File: config.mk
export PLATFORM = sky130hd
export DESIGN_NAME = strs_search
export DESIGN_NICKNAME = d
export VERILOG_FILES = /design/src/strs_pkg.sv /design/src/strs_search.sv
export VERILOG_INCLUDE_DIRS = /design/src /design/src/src
export SDC_FILE = /design/constraint.sdc
export NUM_CORES = 1
export LEC_CHECK = 0
export BUFFER_PORTS_ARGS = -buffer_cell sky130_fd_sc_hd__buf_4
export CAP_MARGIN = 20
export CORE_MARGIN = 5
export CORE_UTILIZATION = 55
export DETAILED_ROUTE_END_ITERATION = 10
export PLACE_DENSITY = 0.83
export SLEW_MARGIN = 20
export SYNTH_ARGS = -nofsm -noshare
export SYNTH_HDL_FRONTEND = slang
export SYNTH_SLANG_ARGS = --single-unit
File: constraint.sdc
create_clock -name clk_i -period 20.2 [get_ports clk_i]
set_clock_uncertainty 0.1 [all_clocks]
set_input_delay 3.03 -clock clk_i [delete_from_list [all_inputs] [get_ports clk_i]]
set_output_delay 3.03 -clock clk_i [all_outputs]
set_load 0.01 [all_outputs]
File: src/sorted_table_range_search_macros.svh
// ----------------------------------------------------------------------------
// sorted_table_range_search_macros
// assertion helpers used by the range search rtl
// ----------------------------------------------------------------------------
`ifndef SORTED_TABLE_RANGE_SEARCH_MACROS_SVH
`define SORTED_TABLE_RANGE_SEARCH_MACROS_SVH

`ifndef SYNTHESIS

// property must hold at every clock edge outside reset
`define STRS_ASSERT(lbl, prop, msg) \
  lbl: assert property (@(posedge clk_i) disable iff (!rst_ni) (prop)) else $error(msg);

// condition must never be seen outside reset
`define STRS_ASSERT_NEVER(lbl, cond, msg) \
  lbl: assert property (@(posedge clk_i) disable iff (!rst_ni) !(cond)) else $error(msg);

`else

`define STRS_ASSERT(lbl, prop, msg)
`define STRS_ASSERT_NEVER(lbl, cond, msg)

`endif

`endif

File: src/strs_pkg.sv
// ----------------------------------------------------------------------------
// strs_pkg
// types and constants for the sorted table range search
// ----------------------------------------------------------------------------
package strs_pkg;

  localparam int TABLE_DEPTH = 1024;
  localparam int DATA_W      = 32;
  localparam int IDX_W       = $clog2(TABLE_DEPTH);
  localparam int CNT_W       = IDX_W + 1;
  // search bounds: low runs up to the depth, high down to -1
  localparam int BND_W       = CNT_W + 1;

  localparam int IN_TDATA_W  = 80;
  localparam int OUT_TDATA_W = 24;

  localparam logic REQ_WRITE = 1'b0;
  localparam logic REQ_QUERY = 1'b1;

  typedef enum logic [3:0] {
    S_IDLE  = 4'b0001,
    S_FIRST = 4'b0010,
    S_LAST  = 4'b0100,
    S_DONE  = 4'b1000
  } state_e;

  typedef struct packed {
    logic             en;
    logic [IDX_W-1:0] addr;
  } rd_req_t;

  typedef struct packed {
    logic             found;
    logic [IDX_W-1:0] first;
    logic [IDX_W-1:0] last;
  } result_t;

endpackage

File: src/strs_search.sv
// ----------------------------------------------------------------------------
// strs_search
// sequencer for the first and last occurrence binary searches
// ----------------------------------------------------------------------------
`include "sorted_table_range_search_macros.svh"

module strs_search (
  input  logic                          clk_i,
  input  logic                          rst_ni,
  input  logic                          start_i,
  input  logic signed [strs_pkg::DATA_W-1:0] key_i,
  input  logic [strs_pkg::CNT_W-1:0]    count_i,
  output logic                          idle_o,
  output strs_pkg::rd_req_t             rd_o,
  input  logic signed [strs_pkg::DATA_W-1:0] rd_data_i,
  output logic                          res_valid_o,
  input  logic                          res_ready_i,
  output strs_pkg::result_t             res_o
);
  import strs_pkg::*;

  state_e                    state_q, state_d;
  logic signed [BND_W-1:0]   lo_q, hi_q;
  logic [IDX_W-1:0]          mid_q;
  logic signed [DATA_W-1:0]  key_q;
  logic [CNT_W-1:0]          cnt_q;
  logic                      first_hit_q, last_hit_q;
  logic [IDX_W-1:0]          first_idx_q, last_idx_q;

  logic [CNT_W-1:0]          cnt_clamped, cnt_sel, cnt_m1;
  logic signed [BND_W-1:0]   hi_init;
  logic [IDX_W-1:0]          mid_init, mid_next;
  logic signed [BND_W-1:0]   mid_s, lo_n, hi_n;
  logic signed [BND_W:0]     bnd_sum;
  logic                      is_eq, is_lt, go_up, cont;

  assign cnt_clamped = (count_i > CNT_W'(TABLE_DEPTH)) ? CNT_W'(TABLE_DEPTH) : count_i;
  // restart of the second pass uses the stored count
  assign cnt_sel  = (state_q == S_IDLE) ? cnt_clamped : cnt_q;
  assign cnt_m1   = cnt_sel - CNT_W'(1);
  assign mid_init = cnt_m1[IDX_W:1];
  assign hi_init  = $signed({1'b0, cnt_sel}) - BND_W'(1);

  // probe result for mid_q is on rd_data_i in every search cycle
  assign mid_s = $signed({2'b00, mid_q});
  assign is_eq = (rd_data_i == key_q);
  assign is_lt = (rd_data_i < key_q);
  assign go_up = is_lt || (is_eq && (state_q == S_LAST));
  assign lo_n  = go_up ? (mid_s + BND_W'(1)) : lo_q;
  assign hi_n  = go_up ? hi_q : (mid_s - BND_W'(1));
  assign cont  = (lo_n <= hi_n);
  assign bnd_sum  = {lo_n[BND_W-1], lo_n} + {hi_n[BND_W-1], hi_n};
  assign mid_next = bnd_sum[IDX_W:1];

  always_comb begin
    rd_o.en   = 1'b0;
    rd_o.addr = mid_init;
    state_d   = state_q;
    case (state_q)
      S_IDLE: begin
        if (start_i) begin
          rd_o.en = (cnt_clamped != '0);
          state_d = (cnt_clamped != '0) ? S_FIRST : S_DONE;
        end
      end
      S_FIRST: begin
        rd_o.en = 1'b1;
        if (cont) begin
          rd_o.addr = mid_next;
        end else begin
          state_d = S_LAST;
        end
      end
      S_LAST: begin
        if (cont) begin
          rd_o.en   = 1'b1;
          rd_o.addr = mid_next;
        end else begin
          state_d = S_DONE;
        end
      end
      S_DONE: begin
        if (res_ready_i) begin
          state_d = S_IDLE;
        end
      end
      default: begin
        state_d = S_IDLE;
      end
    endcase
  end

  always_ff @(posedge clk_i or negedge rst_ni) begin
    if (!rst_ni) begin
      state_q     <= S_IDLE;
      first_hit_q <= 1'b0;
      last_hit_q  <= 1'b0;
    end else begin
      state_q <= state_d;
      if (state_q == S_IDLE && start_i) begin
        first_hit_q <= 1'b0;
        last_hit_q  <= 1'b0;
      end else if (state_q == S_FIRST && is_eq) begin
        first_hit_q <= 1'b1;
      end else if (state_q == S_LAST && is_eq) begin
        last_hit_q <= 1'b1;
      end
    end
  end

  always_ff @(posedge clk_i) begin
    if (rd_o.en) begin
      mid_q <= rd_o.addr;
    end
    case (state_q)
      S_IDLE: begin
        if (start_i) begin
          key_q <= key_i;
          cnt_q <= cnt_clamped;
          lo_q  <= '0;
          hi_q  <= hi_init;
        end
      end
      S_FIRST, S_LAST: begin
        if (is_eq) begin
          if (state_q == S_FIRST) begin
            first_idx_q <= mid_q;
          end else begin
            last_idx_q <= mid_q;
          end
        end
        if (cont) begin
          lo_q <= lo_n;
          hi_q <= hi_n;
        end else begin
          lo_q <= '0;
          hi_q <= hi_init;
        end
      end
      default: begin
      end
    endcase
  end

  assign idle_o       = (state_q == S_IDLE);
  assign res_valid_o  = (state_q == S_DONE);
  assign res_o.found  = first_hit_q;
  assign res_o.first  = first_hit_q ? first_idx_q : '0;
  assign res_o.last   = last_hit_q ? last_idx_q : '0;

  `STRS_ASSERT(a_probe_in_range, (rd_o.en && state_q != S_IDLE) |-> ({1'b0, rd_o.addr} < cnt_q), "probe beyond entries in use")
  `STRS_ASSERT(a_bounds_open, (state_q == S_FIRST || state_q == S_LAST) |-> (lo_q <= hi_q), "search running on an empty range")
  `STRS_ASSERT(a_start_leaves_idle, (start_i && state_q == S_IDLE) |=> (state_q != S_IDLE), "query accepted but search not started")
  `STRS_ASSERT_NEVER(a_start_busy, start_i && state_q != S_IDLE, "query started while search busy")

endmodule

* After elaboration in Yosys (flattened, before gate mapping)
Cells that the tools add are included.
** Cells by class
- Add/subtract/negate cells :: 5
- $lt $le $gt $ge :: 3
- Eq/ne operators :: 10
- Muxes and demuxes :: 28
- Bitwise gates (word level) :: 1
- Reductions and logical operators :: 15
** Operator list (number)
- 2-to-1 mux 12 bit :: 6
- one-hot mux 12 bit (2 select lines) :: 2
- 2-to-1 mux 11 bit :: 3
- == test 32 bit :: 1
- < comparator 32 bit :: 1
- 2-to-1 mux 10 bit :: 3
- 2-to-1 mux 4 bit :: 5
- one-hot mux 10 bit (2 select lines) :: 1
- one-hot mux 4 bit (4 select lines) :: 1
- <= comparator 12 bit :: 1
- subtractor 11 x 1 -> 12 bit (second input constant) :: 1
- adder 10 x 1 -> 11 bit (second input constant) :: 1
- adder 11 bit :: 1
- > comparator 11 bit (second input constant) :: 1
- nonzero test 11 bit :: 1
- subtractor 10 x 1 -> 11 bit (second input constant) :: 1
- subtractor 11 x 1 -> 11 bit (second input constant) :: 1
- != test 2 bit (second input constant) :: 4
- 2-to-1 mux 1 bit :: 6
- AND reduction 2 bit :: 3
- AND reduction 3 bit :: 2
- nonzero test 2 bit :: 3
- == test 4 x 1 -> 1 bit (second input constant) :: 1
- == test 4 x 2 -> 1 bit (second input constant) :: 1
- other kinds (9) :: 11
** Word-level totals
- Register bits after elaboration :: 103
- Output and inout port bits :: 34
- Word-level logic and storage cells :: 72

* Depth between registers and ports, before layout
- Depth in word-level cells :: 7
- Mapped depth :: 23
- Depth with buffers taken out :: 23

* Worst setup path before layout
Ideal clock, no wire load.
- Path kind :: in2out
- Start point :: input port rd_data_i[29] (netlist bit)
- End point :: output port rd_o[8] (netlist bit)
- Arrival :: 7.645 ns
- Data required time :: 17.070 ns
- Slack :: 9.425 ns
- Cell stages on the path :: 22
- Cells stage by stage :: ha_1 a21o_1 a21o_1 a221oi_1 o21ai_1 nor3_2 or2_0 clkbuf_1 nand2_1 o21ai_0 inv_1 ha_1 nor4b_1 nand2_1 nor3_1 nand4_1 a211o_2 nand3_1 nor2_1 a21oi_4 buf_8 mux2i_1
** RTL lines
- start: declaration :: line strs_search.sv:15 : input logic signed [strs_pkg::DATA_W-1:0] rd_data_i,
- end: declaration :: line strs_search.sv:14 : output strs_pkg::rd_req_t rd_o,

==> metrics.md <==
| Metric | Value |
|---|---|
| PortBufs | `112` |
| Initial antenna violation count | `0` |
| Initial core utilization | `55.8%` |
| Post-Syn Area | `0.00634 mm^2` |
| Setup_tns | `0 ns` |
| Post-CTS setup buffers | `0` |
| Leak | `3.22 nW` |
| WP data required | `17.07 ns` |
| Fillers | `876` |
| CTS Root Cell | `clkbuf_16` |
| Area Overhead vs Synth | `19.2%` |
| TritonCTS clock tree | `built` |
| CP Capture Type | `output pin` |
| Crit. Startpoint | `rd_data_i[31]` |
| CTS Buffer Depth | `2` |
| Wire per inst | `16.4 um` |
| WP data arrival | `8.69 ns` |
| Final period util | `58.5%` |
| Total grt overflow | `0` |
| Reg2reg start | `key_q[23]$_DFFE_PP_` |
| Clock power share | `13.5%` |
| Peak supply drop | `0.0000945 V` |
| Delay of the slowest critical-path stage | `0.51 ns` |
| Register share of total power | `32.3%` |
| GR Util All Layers | `20.0%` |
| Status | `finished clean` |
| Synth unique cells | `56` |
| Ys Warns | `0` |
| Power per cell area | `156 mW/mm^2` |
| RSZ-0062 raised after global routing | `no` |
| FMAX | `84.6 MHz` |
| Critical Path Start Type | `input pin` |
| CP most frequent cell | `buf_4` |
| Final hold vios | `0` |
| ANT cells | `0` |
| Final setup fails | `0` |
| Largest net degree at the start of global routing | `36` |
| Die Span Y | `117 um` |
| Core Rows | `39` |
| Top cell type's share of synthesized area | `45.9%` |
| Hold Path Class | `flip-flop to flip-flop` |
| Routed WL | `13,900 um` |
| Core ar. | `0.0114 mm^2` |
| Vias in the first global route | `4,726` |
| # Max-Cap Violations | `0` |
| Die W | `117 um` |
| Switch share | `42.4%` |
| Ys async rst share | `5.83%` |
| RR Endpoint | `hi_q[0]$_DFFE_PP_` |
| Count of flip-flops with a built-in enable after synthesis | `97` |
| Synthesized area per cell | `10.7 um^2` |
| Post_cts resized | `0` |
| Most common cell after layout, fill and taps aside | `buf_4` |
| Delay-heaviest family, CP | `simple AND/OR/NAND/NOR gates` |
| # clock sinks | `103` |
| Switch Pwr | `0.501 mW` |
| Seq/Total Area, Yosys | `48.3%` |
| Routed Antenna Nets | `0` |
| Crit path cell chain | `buf_4, ha_1, nand4_1, nor3_2, nand2b_1, or3_1, o221a_2, or2_0, buf_4, o21ai_0, inv_1, ha_1, nor4b_1, nand2_1, nor3_1, nand4_1, a211o_2, nand3_1, nor2_1, a21oi_4, buf_4, mux2i_1, buf_4` |
| Ranking of synthesized cells by area | `edfxtp_1, ha_1, mux2i_1` |
| CTS clk-pin slew, worst paths | `0.07 ns` |
| H-Tree Depth | `3` |
| Setup crit end | `rd_o[6]` |
| Vias/cell | `5.56` |
| Layout cell share with drive strength beyond 1 | `20.4%` |
| DR DRC count | `0` |
| GP Congestion | `0.879` |
| R2R depth | `22` |
| Hpwl dp | `10,900 um` |
| Cts hold-fix bufs | `0` |
| Slew Limit Fails | `0` |
| DRT iter0 DRCs | `257` |
| Minimum clock period after layout | `11.82 ns` |
| Primary FF master, synth | `edfxtp_1` |
| Yosys top cell by area | `edfxtp_1` |
| Worst path depth | `23` |
| Critical path peak fanout | `35` |
| Hold depth | `0` |
| Num CTS Buffers | `9` |
| Total Power | `1.18 mW` |
| Slew HR | `27.8%` |
| Critical path's slowest cell | `nor4b_1` |
| Via Count | `4,728` |
| Comb pwr share | `54.2%` |
| IO Count | `113` |
| Latest clock arrival within the worst-skew pair | `0.35 ns` |
| Int Power | `0.681 mW` |
| Crit path kind | `input pin to output pin` |
| Synth Register Bits | `103` |
| Buf+Inv Stages, Crit Path | `5` |
| First-pass GRT wire length | `22,600 um` |
| Slew at the pin closest to its max-slew limit | `1.08 ns` |
| Most frequent cells in the layout | `buf_4, edfxtp_1, inv_1, ha_1, nand2_1` |
| Die Area | `0.0138 mm^2` |
| Cell count after synthesis | `594` |
| TritonRoute pass-1 iters | `5` |
| FF-to-FF setup slack | `14.14 ns` |
| Post-layout nets | `839` |
| Post-Syn Nets | `731` |
-- metrics by stage --
step           worst slack [ns]  hold WS (ns)  util, %  std cells  instance area [um^2]
2_1_floorplan              9.42         0.343        -        594                  6340
3_3_place_gp               8.70         0.492     64.1        834                  7290
3_5_place_dp               8.47         0.492     64.1        834                  7290
4_1_cts                    8.46         0.517     66.5        850                  7560
5_1_grt                    7.94         0.546     66.5        850                  7560
6_report                   8.38         0.519     66.5        850                  7560
-- cells by family (layout without fill, tap and decap cells) --
| group | count (synthesis) | after routing | share of synthesized area (%) |
|---|---|---|---|
| AND/OR/NAND/NOR | 199 | 199 | 16.8 |
| flip-flops | 103 | 103 | 48.3 |
| AO/OA/AOI/OAI | 91 | 91 | 8.80 |
| buffers and inverters | 80 | 193 | 5.29 |
| adder cells (fa/ha/maj) | 58 | 58 | 11.6 |
| XOR/XNOR | 34 | 34 | 4.69 |
| multiplexers | 29 | 29 | 4.60 |
-- worst register-to-register path, stage by stage, from the launching register on --
cell and delay, ns:
edfxtp_1 0.33, inv_1 0.05, ha_1 0.30, nand4_1 0.19, nor3_2 0.25, nand2b_1 0.10
or3_1 0.31, o221a_2 0.33, or2_0 0.22, buf_4 0.23, o21ai_0 0.42, inv_1 0.09
ha_1 0.32, nor4b_1 0.51, nand2_1 0.14, nor3_1 0.33, nand4_1 0.15, a211o_2 0.35
nand3_1 0.09, nor2_1 0.08, a21oi_4 0.14, buf_4 0.42, mux2_2 0.39
-- state kept, by name, indices dropped and copies added (netlist names) --
| name | cells |
|---|---|
| hi_q | 12 |
| key_q | 32 |
| last_hit_q | 1 |
| state_q | 4 |
| lo_q | 12 |
| first_hit_q | 1 |
| mid_q | 10 |
| first_idx_q | 10 |
| last_idx_q | 10 |
| cnt_q | 11 |
-- how the worst min path moves through the flow --
stage	startpoint	endpoint	slack, ns
final	mid_q[1]$_DFFE_PP_	last_idx_q[1]$_DFFE_PP_	0.52
after global routing	mid_q[1]$_DFFE_PP_	first_idx_q[1]$_DFFE_PP_	0.55
after CTS	mid_q[1]$_DFFE_PP_	last_idx_q[1]$_DFFE_PP_	0.52
after detailed placement	mid_q[1]$_DFFE_PP_	last_idx_q[1]$_DFFE_PP_	0.49
after global placement	mid_q[1]$_DFFE_PP_	first_idx_q[1]$_DFFE_PP_	0.49
after floorplan	mid_q[2]$_DFFE_PP_	first_idx_q[2]$_DFFE_PP_	0.34
-- routing by layer --
| layer | wire length [um] | track usage [%] |
|---|---|---|
| met5 | 0 | 0 |
| met4 | 333 | 8.19 |
| met3 | 735 | 3.71 |
| met2 | 7030 | 34.5 |
| met1 | 5840 | 24.7 |
-- cell type report --
class	instances	area [um^2]	share of cell area (%)
well taps	143	179	2.37
inverters	61	229	3.03
repair buffers	116	871	11.5
flip-flops and latches	103	3060	40.5
clock buffers	9	225	2.98
clock inverters	7	50.0	0.662
multi-input cells	411	2940	38.9
-- cells in the mapped netlist, types with 5 or more instances --
cell / count
nor4_1: 6
nand3_1: 12
nor2b_1: 9
a21oi_1: 33
xnor2_1: 25
xor2_1: 9
o21ai_0: 26
nand4_1: 11
dfrtp_1: 5
inv_1: 60
nor4b_1: 6
clkbuf_1: 12
a21o_1: 5
mux2i_1: 28
ha_1: 57
nand2b_1: 10
and2_1: 33
nor2_1: 35
edfxtp_1: 97
nand3b_1: 5
nor3_1: 13
o21bai_1: 8
nand2_1: 44
-- power groups by stage --
stage	logic, mW	registers, mW	clock network, mW
3_5_place_dp	0.634	0.385	0
5_1_grt	0.710	0.389	0.172
2_1_floorplan	0.475	0.363	0
3_3_place_gp	0.611	0.381	0
6_report	0.641	0.382	0.160
4_1_cts	0.638	0.381	0.163
(Power assumes the default switching activity.)
